--- src/base58_decoder_assert.svh ---
// ----------------------------------------------------------------------------
// base58_decoder assertion macros
// Clocked checks on clk, disabled while rst_n is low.
// ----------------------------------------------------------------------------
`ifndef BASE58_DECODER_ASSERT_SVH
`define BASE58_DECODER_ASSERT_SVH

// cond must hold at every clock edge
`define B58D_ASSERT_ALWAYS(name, cond) \
    name: assert property (@(posedge clk) disable iff (!rst_n) (cond)) \
        else $error("base58_decoder: invariant violated");

// ante at an edge implies cons at the same edge
`define B58D_ASSERT_IMPL(name, ante, cons) \
    name: assert property (@(posedge clk) disable iff (!rst_n) (ante) |-> (cons)) \
        else $error("base58_decoder: implication violated");

// ante at an edge implies cons at the next edge
`define B58D_ASSERT_NEXT(name, ante, cons) \
    name: assert property (@(posedge clk) disable iff (!rst_n) (ante) |=> (cons)) \
        else $error("base58_decoder: next-cycle check violated");

`endif

--- src/b58d_pkg.sv ---
// ----------------------------------------------------------------------------
// b58d_pkg
// Shared types, constants and the alphabet lookup for the Base58 decoder.
// ----------------------------------------------------------------------------
`default_nettype none

package b58d_pkg;

    localparam int MAX_BYTES_DEF = 64;

    localparam logic [7:0] ONE_CHAR = 8'h31;
    localparam logic [7:0] RADIX    = 8'd58;
    localparam logic [6:0] LEAD_MAX = 7'd127;

    localparam logic [1:0] ST_OK   = 2'd0;
    localparam logic [1:0] ST_BAD  = 2'd1;
    localparam logic [1:0] ST_LONG = 2'd2;

    typedef struct packed {
        logic [7:0] in_char;
        logic       is_last;
    } char_req_t;

    typedef struct packed {
        logic [7:0] out_byte;
        logic       out_last;
        logic [1:0] status;
    } byte_req_t;

    typedef struct packed {
        logic       ok;
        logic [5:0] val;
    } digit_t;

    // Bitcoin alphabet: 1-9 A-H J-N P-Z a-k m-z
    function automatic digit_t digit_of(input logic [7:0] c);
        digit_t d;
        d.ok  = 1'b1;
        d.val = '0;
        priority if (c >= 8'h31 && c <= 8'h39)
        begin
            d.val = 6'(c - 8'h31);
        end
        else if (c >= 8'h41 && c <= 8'h48)
        begin
            d.val = 6'(c - 8'h41 + 8'd9);
        end
        else if (c >= 8'h4A && c <= 8'h4E)
        begin
            d.val = 6'(c - 8'h4A + 8'd17);
        end
        else if (c >= 8'h50 && c <= 8'h5A)
        begin
            d.val = 6'(c - 8'h50 + 8'd22);
        end
        else if (c >= 8'h61 && c <= 8'h6B)
        begin
            d.val = 6'(c - 8'h61 + 8'd33);
        end
        else if (c >= 8'h6D && c <= 8'h7A)
        begin
            d.val = 6'(c - 8'h6D + 8'd44);
        end
        else
        begin
            d.ok = 1'b0;
        end
        return d;
    endfunction

endpackage

`default_nettype wire

--- src/b58d_store.sv ---
// ----------------------------------------------------------------------------
// b58d_store
// Byte store for the decoded magnitude: one write port, one registered read.
// ----------------------------------------------------------------------------
`default_nettype none

module b58d_store #(
    parameter int DEPTH = b58d_pkg::MAX_BYTES_DEF,
    parameter int AW    = $clog2(DEPTH)
) (
    input  wire logic          clk,
    input  wire logic          wr_en,
    input  wire logic [AW-1:0] wr_addr,
    input  wire logic [7:0]    wr_data,
    input  wire logic          rd_en,
    input  wire logic [AW-1:0] rd_addr,
    output logic      [7:0]    rd_data
);

    logic [7:0] mem [DEPTH];

    always_ff @(posedge clk)
    begin
        if (wr_en)
        begin
            mem[wr_addr] <= wr_data;
        end
    end

    always_ff @(posedge clk)
    begin
        if (rd_en)
        begin
            rd_data <= mem[rd_addr];
        end
    end

endmodule

`default_nettype wire

--- src/b58d_mac.sv ---
// ----------------------------------------------------------------------------
// b58d_mac
// One digit step of the radix-58 multiply: byte * 58 + carry.
// ----------------------------------------------------------------------------
`default_nettype none

module b58d_mac (
    input  wire logic [7:0] byte_in,
    input  wire logic [5:0] carry_in,
    output logic      [7:0] byte_out,
    output logic      [5:0] carry_out
);

    logic [13:0] prod;

    // 255 * 58 + 57 < 2^14, so the carry stays below 58
    assign prod      = 14'(byte_in) * 14'(b58d_pkg::RADIX) + 14'(carry_in);
    assign byte_out  = prod[7:0];
    assign carry_out = prod[13:8];

endmodule

`default_nettype wire

--- src/base58_decoder.sv ---
// Per character: S_MUL passes one stored byte per cycle through the shared
// multiply-by-58 step and the store (one write port, registered read), then S_APPEND
// appends a nonzero carry. Output: one leading zero per cycle unless byte_stall holds it,
// then a read state and a write state per stored byte (store read is registered).
// Reset: rst_n asynchronous, active low; clears control state, the store is not cleared.
// ----------------------------------------------------------------------------
// base58_decoder
// Serial Base58 (Bitcoin alphabet) decoder with a little-endian byte store.
// ----------------------------------------------------------------------------
`default_nettype none

`include "base58_decoder_assert.svh"

module base58_decoder #(
    parameter int MAX_BYTES = b58d_pkg::MAX_BYTES_DEF
) (
    input  wire logic                 clk,
    input  wire logic                 rst_n,
    input  wire logic                 char_valid,
    output logic                      char_stall,
    input  wire b58d_pkg::char_req_t  char_req,
    output logic                      byte_valid,
    input  wire logic                 byte_stall,
    output b58d_pkg::byte_req_t       byte_req
);

    localparam int CW = $clog2(MAX_BYTES + 1);
    localparam int AW = $clog2(MAX_BYTES);

    typedef enum logic [2:0] {
        S_IDLE,
        S_MUL,
        S_APPEND,
        S_FINISH,
        S_ZEROS,
        S_BYTES_RD,
        S_BYTES_WR
    } state_t;

    state_t              state_reg, state_next;
    logic [CW-1:0]       cnt_reg, cnt_next;
    logic [CW-1:0]       idx_reg, idx_next;
    logic                pend_reg, pend_next;
    logic [5:0]          carry_reg, carry_next;
    logic [6:0]          lead_reg, lead_next;
    logic                still_reg, still_next;
    logic                bad_reg, bad_next;
    logic                ovf_reg, ovf_next;
    logic                last_reg, last_next;
    logic                out_valid_reg, out_valid_next;
    b58d_pkg::byte_req_t out_req_reg, out_req_next;

    logic          wr_en;
    logic [AW-1:0] wr_addr;
    logic [7:0]    wr_data;
    logic          rd_en;
    logic [AW-1:0] rd_addr;
    logic [7:0]    rd_data;

    logic [7:0]       mac_byte;
    logic [5:0]       mac_carry;
    logic [CW-1:0]    idx_m1;
    logic [CW-1:0]    cnt_m1;
    logic [7:0]       total;
    logic             slot_free;
    b58d_pkg::digit_t dig;

    b58d_store #(
        .DEPTH (MAX_BYTES),
        .AW    (AW)
    ) u_store (
        .clk     (clk),
        .wr_en   (wr_en),
        .wr_addr (wr_addr),
        .wr_data (wr_data),
        .rd_en   (rd_en),
        .rd_addr (rd_addr),
        .rd_data (rd_data)
    );

    b58d_mac u_mac (
        .byte_in   (rd_data),
        .carry_in  (carry_reg),
        .byte_out  (mac_byte),
        .carry_out (mac_carry)
    );

    assign char_stall = (state_reg != S_IDLE);
    assign byte_valid = out_valid_reg;
    assign byte_req   = out_req_reg;

    assign slot_free = !out_valid_reg || !byte_stall;
    assign idx_m1    = idx_reg - CW'(1);
    assign cnt_m1    = cnt_reg - CW'(1);
    assign total     = {1'b0, lead_reg} + 8'(cnt_reg);
    assign dig       = b58d_pkg::digit_of(char_req.in_char);

    always_comb
    begin
        state_next     = state_reg;
        cnt_next       = cnt_reg;
        idx_next       = idx_reg;
        pend_next      = pend_reg;
        carry_next     = carry_reg;
        lead_next      = lead_reg;
        still_next     = still_reg;
        bad_next       = bad_reg;
        ovf_next       = ovf_reg;
        last_next      = last_reg;
        out_valid_next = out_valid_reg && byte_stall;
        out_req_next   = out_req_reg;
        wr_en          = 1'b0;
        wr_addr        = '0;
        wr_data        = '0;
        rd_en          = 1'b0;
        rd_addr        = '0;

        unique case (state_reg)
            S_IDLE:
            begin
                if (char_valid)
                begin
                    last_next = char_req.is_last;
                    if (still_reg && char_req.in_char == b58d_pkg::ONE_CHAR)
                    begin
                        if (lead_reg != b58d_pkg::LEAD_MAX)
                        begin
                            lead_next = lead_reg + 7'd1;
                        end
                    end
                    else
                    begin
                        still_next = 1'b0;
                    end
                    if (!dig.ok)
                    begin
                        bad_next   = 1'b1;
                        state_next = char_req.is_last ? S_FINISH : S_IDLE;
                    end
                    else
                    begin
                        carry_next = dig.val;
                        idx_next   = '0;
                        pend_next  = 1'b0;
                        state_next = S_MUL;
                    end
                end
            end

            S_MUL:
            begin
                rd_en   = (idx_reg < cnt_reg);
                rd_addr = idx_reg[AW-1:0];
                if (pend_reg)
                begin
                    wr_en      = 1'b1;
                    wr_addr    = idx_m1[AW-1:0];
                    wr_data    = mac_byte;
                    carry_next = mac_carry;
                end
                pend_next = rd_en;
                if (rd_en)
                begin
                    idx_next = idx_reg + CW'(1);
                end
                else
                begin
                    state_next = S_APPEND;
                end
            end

            S_APPEND:
            begin
                if (carry_reg != '0)
                begin
                    if (cnt_reg < CW'(MAX_BYTES))
                    begin
                        wr_en    = 1'b1;
                        wr_addr  = cnt_reg[AW-1:0];
                        wr_data  = 8'(carry_reg);
                        cnt_next = cnt_reg + CW'(1);
                    end
                    else
                    begin
                        ovf_next = 1'b1;
                    end
                end
                state_next = last_reg ? S_FINISH : S_IDLE;
            end

            S_FINISH:
            begin
                if (bad_reg || ovf_reg || total > 8'(MAX_BYTES))
                begin
                    if (slot_free)
                    begin
                        out_valid_next        = 1'b1;
                        out_req_next.out_byte = '0;
                        out_req_next.out_last = 1'b1;
                        out_req_next.status   = bad_reg ? b58d_pkg::ST_BAD
                                                        : b58d_pkg::ST_LONG;
                        cnt_next   = '0;
                        lead_next  = '0;
                        still_next = 1'b1;
                        bad_next   = 1'b0;
                        ovf_next   = 1'b0;
                        state_next = S_IDLE;
                    end
                end
                else
                begin
                    state_next = S_ZEROS;
                end
            end

            S_ZEROS:
            begin
                if (lead_reg == '0)
                begin
                    state_next = S_BYTES_RD;
                end
                else if (slot_free)
                begin
                    out_valid_next        = 1'b1;
                    out_req_next.out_byte = '0;
                    out_req_next.out_last = (lead_reg == 7'd1) && (cnt_reg == '0);
                    out_req_next.status   = b58d_pkg::ST_OK;
                    lead_next             = lead_reg - 7'd1;
                end
            end

            S_BYTES_RD:
            begin
                if (cnt_reg == '0)
                begin
                    still_next = 1'b1;
                    bad_next   = 1'b0;
                    ovf_next   = 1'b0;
                    state_next = S_IDLE;
                end
                else
                begin
                    rd_en      = 1'b1;
                    rd_addr    = cnt_m1[AW-1:0];
                    cnt_next   = cnt_m1;
                    state_next = S_BYTES_WR;
                end
            end

            S_BYTES_WR:
            begin
                if (slot_free)
                begin
                    out_valid_next        = 1'b1;
                    out_req_next.out_byte = rd_data;
                    out_req_next.out_last = (cnt_reg == '0);
                    out_req_next.status   = b58d_pkg::ST_OK;
                    state_next            = S_BYTES_RD;
                end
            end

            default:
            begin
                state_next = S_IDLE;
            end
        endcase
    end

    always_ff @(posedge clk or negedge rst_n)
    begin
        if (!rst_n)
        begin
            state_reg     <= S_IDLE;
            cnt_reg       <= '0;
            idx_reg       <= '0;
            pend_reg      <= 1'b0;
            carry_reg     <= '0;
            lead_reg      <= '0;
            still_reg     <= 1'b1;
            bad_reg       <= 1'b0;
            ovf_reg       <= 1'b0;
            last_reg      <= 1'b0;
            out_valid_reg <= 1'b0;
            out_req_reg   <= '0;
        end
        else
        begin
            state_reg     <= state_next;
            cnt_reg       <= cnt_next;
            idx_reg       <= idx_next;
            pend_reg      <= pend_next;
            carry_reg     <= carry_next;
            lead_reg      <= lead_next;
            still_reg     <= still_next;
            bad_reg       <= bad_next;
            ovf_reg       <= ovf_next;
            last_reg      <= last_next;
            out_valid_reg <= out_valid_next;
            out_req_reg   <= out_req_next;
        end
    end

    `B58D_ASSERT_ALWAYS(a_cnt_bound, cnt_reg <= CW'(MAX_BYTES))
    `B58D_ASSERT_IMPL(a_err_is_last, out_valid_reg && out_req_reg.status != b58d_pkg::ST_OK,
        out_req_reg.out_last && out_req_reg.out_byte == '0)
    `B58D_ASSERT_IMPL(a_wr_only_in_calc, wr_en, state_reg == S_MUL || state_reg == S_APPEND)
    `B58D_ASSERT_NEXT(a_wr_then_read, state_reg == S_BYTES_RD && cnt_reg != '0,
        state_reg == S_BYTES_WR)

endmodule

`default_nettype wire

--- config.mk ---
export PLATFORM = sky130hd
export DESIGN_NAME = base58_decoder
export DESIGN_NICKNAME = d
export VERILOG_FILES = /design/src/b58d_pkg.sv /design/src/b58d_store.sv /design/src/b58d_mac.sv /design/src/base58_decoder.sv
export VERILOG_INCLUDE_DIRS = /design/src /design/src/src
export SDC_FILE = /design/constraint.sdc
export NUM_CORES = 1
export LEC_CHECK = 0
export BUFFER_PORTS_ARGS = -buffer_cell sky130_fd_sc_hd__buf_2
export CORE_AREA = 2 2 221 223
export DETAILED_ROUTE_END_ITERATION = 10
export DIE_AREA = 0 0 223 225
export PLACE_DENSITY = 0.71
export SYNTH_ARGS = -nofsm -noshare
export SYNTH_HDL_FRONTEND = slang
export SYNTH_SLANG_ARGS = --single-unit
--- constraint.sdc ---
create_clock -name clk -period 6.9 [get_ports clk]
set_input_delay 0.69 -clock clk [delete_from_list [all_inputs] [get_ports clk]]
set_output_delay 0.69 -clock clk [all_outputs]
set_load 0.01 [all_outputs]
Word-level counts from Yosys, hierarchy flattened. Memories as Yosys holds them, arrays and structs flattened. A register that Yosys moved wholly into a read port is not among the register bits. Cells that the tools add are included.

Muxes and demuxes: 90. Equal/unequal tests: 30. Multiply operators: 1. $add $sub $neg: 19. Order comparisons: 15. Reductions and logical operators: 35.

Operators by type and width (count): $mux W7 (13); $mux W6 (15); $mux W11 (5); $pmux W7 S3 (2); $ge A8 B7 Y1 const B (5); $le A8 B7 Y1 const B (5); $ne A2 B2 Y1 const B (20); $pmux W6 S2 (3); $pmux W11 S3 (1); $reduce_and A6 Y1 (5); $mux W1 (29); $add A7 B1 Y7 const B (3); $mux W3 (7); $pmux W3 S7 (1); $sub A6 B6 Y6 const B (3); $pmux W8 S2 (1); $reduce_bool A3 Y1 (5); $add A14 B6 Y14 (1); $logic_not A7 Y1 (2); $pmux W7 S2 (1); $sub A7 B1 Y7 const B (2); $mul A8 B5 Y13 const B (1); $add A6 B5 Y6 const B (2); $add A6 B6 Y6 const B (2); 32 further kinds (56).

Memories: 1. RAM bits: 512. Bits in registers: 47. Input port bits: 13.

Memory list: u_store.mem (words 64, bits a word 8, rd ports 1, clocked after Yosys merged registers in 1, wr ports 1, RTL line b58d_store.sv:20) `logic [7:0] mem [DEPTH];`.

Depth between registers and ports, before layout.
Depth after elaboration: 11. Depth in mapped cells: 17. Depth with buffers taken out: 16.

By module. Synthesis repeated with hierarchy kept, for this count alone.

Cell total of the unflattened synthesis: 1695. Area, all modules: 26236.4 sq um.

By module, submodules not included: b58d_store (area an instance 20288.2 sq um, seq. area each 15615.0 sq um, cells each 970, instances 1); base58_decoder (area an instance 4565.6 sq um, seq. area each 1177.4 sq um, cells each 561, instances 1); b58d_mac (area an instance 1382.6 sq um, seq. area each 0.0 sq um, cells each 164, instances 1).

Worst setup path before layout. OpenSTA, ideal clock, no wires.

Path kind: register to register. From: register u_store.rd_data[1] (read register of u_store.mem). To: memory u_store.mem[0][5] (data pin). Data required time: 6.198 ns. Slack: 1.061 ns. Arrival: 5.138 ns. Path buffers: 0. Setup time: 0.702 ns. Stages on the path, launching flop included: 10. Path through: edfxtp_1 fa_1 ha_1 ha_1 inv_1 fa_1 inv_1 ha_1 xor2_1 o21ai_0.

Longest elaborated chain between the ends: 4.

Ends and longest elaborated chain: start: declaration (RTL line b58d_store.sv:17) `output logic [7:0] rd_data`; $mul A8 B5 Y13 (RTL line b58d_mac.sv:17) `assign prod = 14'(byte_in) * 14'(b58d_pkg::RADIX) + 14'(carry_in);`; $add A14 B6 Y14 (RTL line b58d_mac.sv:17); $mux W8 (RTL line base58_decoder.sv:154) `if (pend_reg)`; $pmux W8 S2 (RTL line base58_decoder.sv:118) `unique case (state_reg)`; named net u_store.wr_data[5] (RTL line b58d_store.sv:14) `input wire logic [7:0] wr_data,`; end: declaration (RTL line b58d_store.sv:20).

The timed path passes the listed nets, and every way through them passes these cells.

Worst setup path in the final report.
From: register state_reg[0]. To: memory u_store.mem[11][3] (enable).

Longest elaborated chain between the ends: 4.

Ends and longest elaborated chain: start: declaration (RTL line base58_decoder.sv:40) `state_t state_reg, state_next;`; start signal: assignment (RTL line base58_decoder.sv:288) `state_reg <= state_next;`; $eq A3 B2 Y1 or $eq A3 B1 Y1 (tied branches) (RTL line base58_decoder.sv:118); $pmux W1 S2 (RTL line base58_decoder.sv:118); $mux W1 (RTL line b58d_store.sv:24) `if (wr_en)`; $mux W1 (not written as such) (RTL line b58d_store.sv:26) `mem[wr_addr] <= wr_data;`.

Parallel ways exist; a longest one is shown, timed or not.

==> run_results.csv <==
group,metric,value,unit
route,dr_wl_met3,5946,um
power_and_ir_drop,p_seq_frac,0.345,
route,top_layer,"met4",
route,drtPass1Iterations,6,
sta,skew,0.05178,ns
clocking,clock-sinks,567,
power_and_ir_drop,p_int,8.692,mW
cells_and_area,drive_gt1_frac,0.1062,
synth,syn_area,25920,um2
floorplanning,die_y,225,um
power_and_ir_drop,combPwrFrac,0.442,
power_and_ir_drop,power.density,510.0,nW/um2
placement,place_congestion,0.9148,
route,met2WireLength,30160,um
synth,yosysWarnings,0,
floorplanning,fp-row-count,80,
placement,dp_hpwl,40370,um
synth,yosys.area_share.simple,0.1059,
synth,synth_xor_area_frac,0.01081,
power_and_ir_drop,leakage,9.978,nW
power_and_ir_drop,clkPwrFrac,0.214,
synth,synth_async_sr_flop_share,0.08289,
global_route,grt_usage,0.2557,
synth,synth_adder_area_share,0.04142,
synth,synth.distinct_cells,82,
synth,synth_nets,2008,
clocking,ctsResizeCount,0,
global_route,grt_first_pass_wirelength,96930,um
worst_setup_path,cp_max_fo,17,
route,drc,0,
route,vias,16562,
synth,synth_ff_type,"edfxtp_1",
synth,synth_compound_area_frac,0.09795,
sta,rsz0062_at_grt,"no",
placement,postPlaceCellArea,26590,um2
synth,synth_edf_count,520,
worst_setup_path,end_kind,"register",
cells_and_area,diodes,0,
clocking,cts_max_path_buffers,3,
global_route,grt_pass1_vias,15947,
synth,yosysSeqAreaShare,0.6479,
cells_and_area,largest_reg_flops,512,
clocking,ctsHoldBuffers,0,
global_route,overflow,0,
synth,syn_avg_cell_area,13.52,um2
cells_and_area,fin_area,28490,um2
clocking,clkTransAtPathRegs,0.06,ns
worst_setup_path,crit_start,"state_reg[0]",
sta,min_period,4.655,ns
sta,fmax,214.8,MHz
sta,finalMaxSlewViolations,0,
worst_setup_path,setup.worst_path.class,"register to register",
worst_setup_path,r2r-start,"state_reg[0]",
synth,synth_seq_cells,567,
sta,setup_viol_count_final,0,
flow_run,drv_cap,0,
clocking,cts_setup_buffers,0,
global_route,grt_max_degree,71,
clocking,cts_root_buf,"clkbuf_16",
route,drtIter0Drc,1762,
floorplanning,ios,26,
route,totalWireLength,63590,um
cells_and_area,area_delta_synth_final,9.916,%
floorplanning,fp.dieW,223,um
synth,syn_inst,1917,
route,wl_met1,25270,um
sta,slew_headroom,0.1619,
sta,worst_pin_slew,1.257,ns
cells_and_area,top_register,"u_store.mem",
power_and_ir_drop,switching_share,0.4018,
route,wire_per_inst,24.53,um
global_route,antenna_found_initial,0,
clocking,cts_tree,"built",
route,avgViaCountPerCell,6.390,
sta,finalCritPeriodShare,0.6746,
sta,tns,0,ns
hold_path,hold_path.class,"input port to asynchronous set/reset pin",
synth,synth_top_family_by_area,"simple AND/OR/NAND/NOR gates",
placement,port_buffers,25,
power_and_ir_drop,power_switching,5.837,mW
power_and_ir_drop,irDropWorstVdd,0.0004924,V
floorplanning,dieArea,50180,um2
cells_and_area,fill_cells,3640,
cells_and_area,fin_nets,2020,
run_status,outcome,"finished, final reports clean",
floorplanning,start_util,0.5451,
sta,hold_viol_final,0,
worst_setup_path,cp_data_required_time,7.16,ns
clocking,ctsHtreeMaxLevel,2,
worst_setup_path,worst_setup_path_start_kind,"register",
cells_and_area,final_core_util,0.5992,
synth,synthMuxAreaShare,0.06840,
worst_setup_path,cp.arrival,4.91,ns
route,ant_nets,0,
floorplanning,core_area,47550,um2
clocking,clock_latency,0.64,ns
clocking,numCtsBuffers,57,
==> synthesized netlist by cell type (all sizes together) (4+ instances only) <==
| cell type | number | share of area |
|---|---|---|
| edfxtp | 520 | 0.60 |
| nand2 | 297 | 0.043 |
| nor2 | 123 | 0.018 |
| nand3 | 90 | 0.017 |
| ha | 65 | 0.031 |
| a31oi | 61 | 0.015 |
| inv | 59 | 0.0085 |
| a21oi | 57 | 0.011 |
| clkbuf | 57 | 0.0083 |
| o21ai | 53 | 0.011 |
| mux2i | 50 | 0.019 |
| mux4 | 50 | 0.045 |
| dfrtp | 46 | 0.044 |
| buf | 38 | 0.011 |
| a22o | 31 | 0.010 |
| a32oi | 19 | 0.0064 |
| xnor2 | 18 | 0.0061 |
| nor3 | 17 | 0.0033 |
| o2111ai | 17 | 0.0057 |
| o21a | 15 | 0.0043 |
| a22oi | 14 | 0.0042 |
| xor2 | 14 | 0.0047 |
| fa | 13 | 0.010 |
| nand4 | 13 | 0.0031 |
| nor2b | 13 | 0.0031 |
| a21o | 12 | 0.0035 |
| o22ai | 11 | 0.0027 |
| a2bb2oi | 10 | 0.0034 |
| mux2 | 9 | 0.0039 |
| o211a | 9 | 0.0035 |
| and2 | 8 | 0.0019 |
| o211ai | 8 | 0.0025 |
| and3 | 7 | 0.0017 |
| nand2b | 7 | 0.0017 |
| o31ai | 7 | 0.0020 |
| or4 | 7 | 0.0020 |
| nand3b | 6 | 0.0017 |
| or3 | 6 | 0.0014 |
| a221oi | 5 | 0.0019 |
| a211o | 4 | 0.0014 |
| nor4b | 4 | 0.0014 |
| or2 | 4 | 0.00097 |
==> path summary, 6_finish.rpt <==
path,slack (ns),cells past startpoint,to
max,2.25,6,u_store.mem[11][3]
min in group clk,0.36,2,last_reg
max reg2reg,2.25,6,u_store.mem[11][3]
min reg2reg,0.50,1,byte_req[1]
min,0.17,2,lead_reg[1]
max in group asynchronous,6.24,2,byte_req[8]
==> power by group through the flow <==
stage                     clock network, mW  logic, mW  registers [mW]
after floorplan                           0       4.56            4.97
after global placement                    0       6.17            5.06
after detailed placement                  0       6.36            5.07
after CTS                              3.14       6.41            5.00
after global routing                   3.26       7.06            5.04
final                                  3.11       6.41            5.01
==> logic make-up (layout without fill, tap and decap cells) <==
| logic type | after synthesis | count (layout) |
|---|---|---|
| compound gates | 360 | 360 |
| xor+xnor | 32 | 32 |
| fa+ha+maj | 78 | 78 |
| buf+inv | 154 | 214 |
| flops | 567 | 567 |
| mux | 109 | 109 |
| simple gates | 617 | 617 |
==> critical path, stage by stage (launching register included) <==
cell     delay (ns)
dfrtp_1        0.60
nor3b_2        0.66
buf_4          0.31
nand2_1        0.41
o21ai_0        0.56
nand3_1        0.87
nor2_1         0.88
==> layout make-up <==
type                            instances  area (um2)  area share
Sequential cell                       567       16790      0.5894
Multi-Input combinational cell       1196        8501      0.2984
Clock buffer                           73        1486     0.05218
Tap cell                              615       769.5     0.02701
Clock inverter                         34       407.9     0.01432
Timing Repair Buffer                   48       310.3     0.01089
Inverter                               59       221.5    0.007774
==> per-layer routing <==
metal / global-route usage / up-vias
met2: 0.4130 / 878
met1: 0.3499 / 8192
met3: 0.04668 / 130
met4: 0.09526 / 0
met5: 0 / -
li1: - / 7362
==> cell usage in the layout, fill, tap and decap left out, types with 13 or more instances in the layout <==
cell type  netlist  final
dfrtp_1         46     46
nor2_1         121    120
a22oi_1         13     13
nor2b_1         13     13
buf_4           10     22
o21ai_0         48     45
ha_1            65     65
nand3_1         90     90
clkbuf_1        57     16
nand2_1        297    296
clkbuf_16        0     57
mux2i_1         50     50
xor2_1          14     14
xnor2_1         18     18
nor3_1          17     17
o2111ai_1       17     17
edfxtp_1       520    520
fa_1            13     13
a31oi_1         61     61
buf_2           16     25
a22o_1          31     29
nand4_1         13     13
o21a_1          15     14
mux4_2          38     38
inv_1           59     59
a21oi_1         56     54
a32oi_1         19     19
==> stage by stage <==
stage          hold slack [ns]  power (mW)  setup slack, ns  cells
3_3_place_gp            0.4870       11.23            2.347   2485
3_5_place_dp            0.4881       11.43            2.289   2485
4_1_cts                 0.1846       14.55            2.235   2592
2_1_floorplan           0.3944       9.524            1.061   1917
5_1_grt                 0.2238       15.35            1.974   2592
6_report                0.1728       14.53            2.245   2592
No activity file was read; power rests on OpenSTA's default activity.
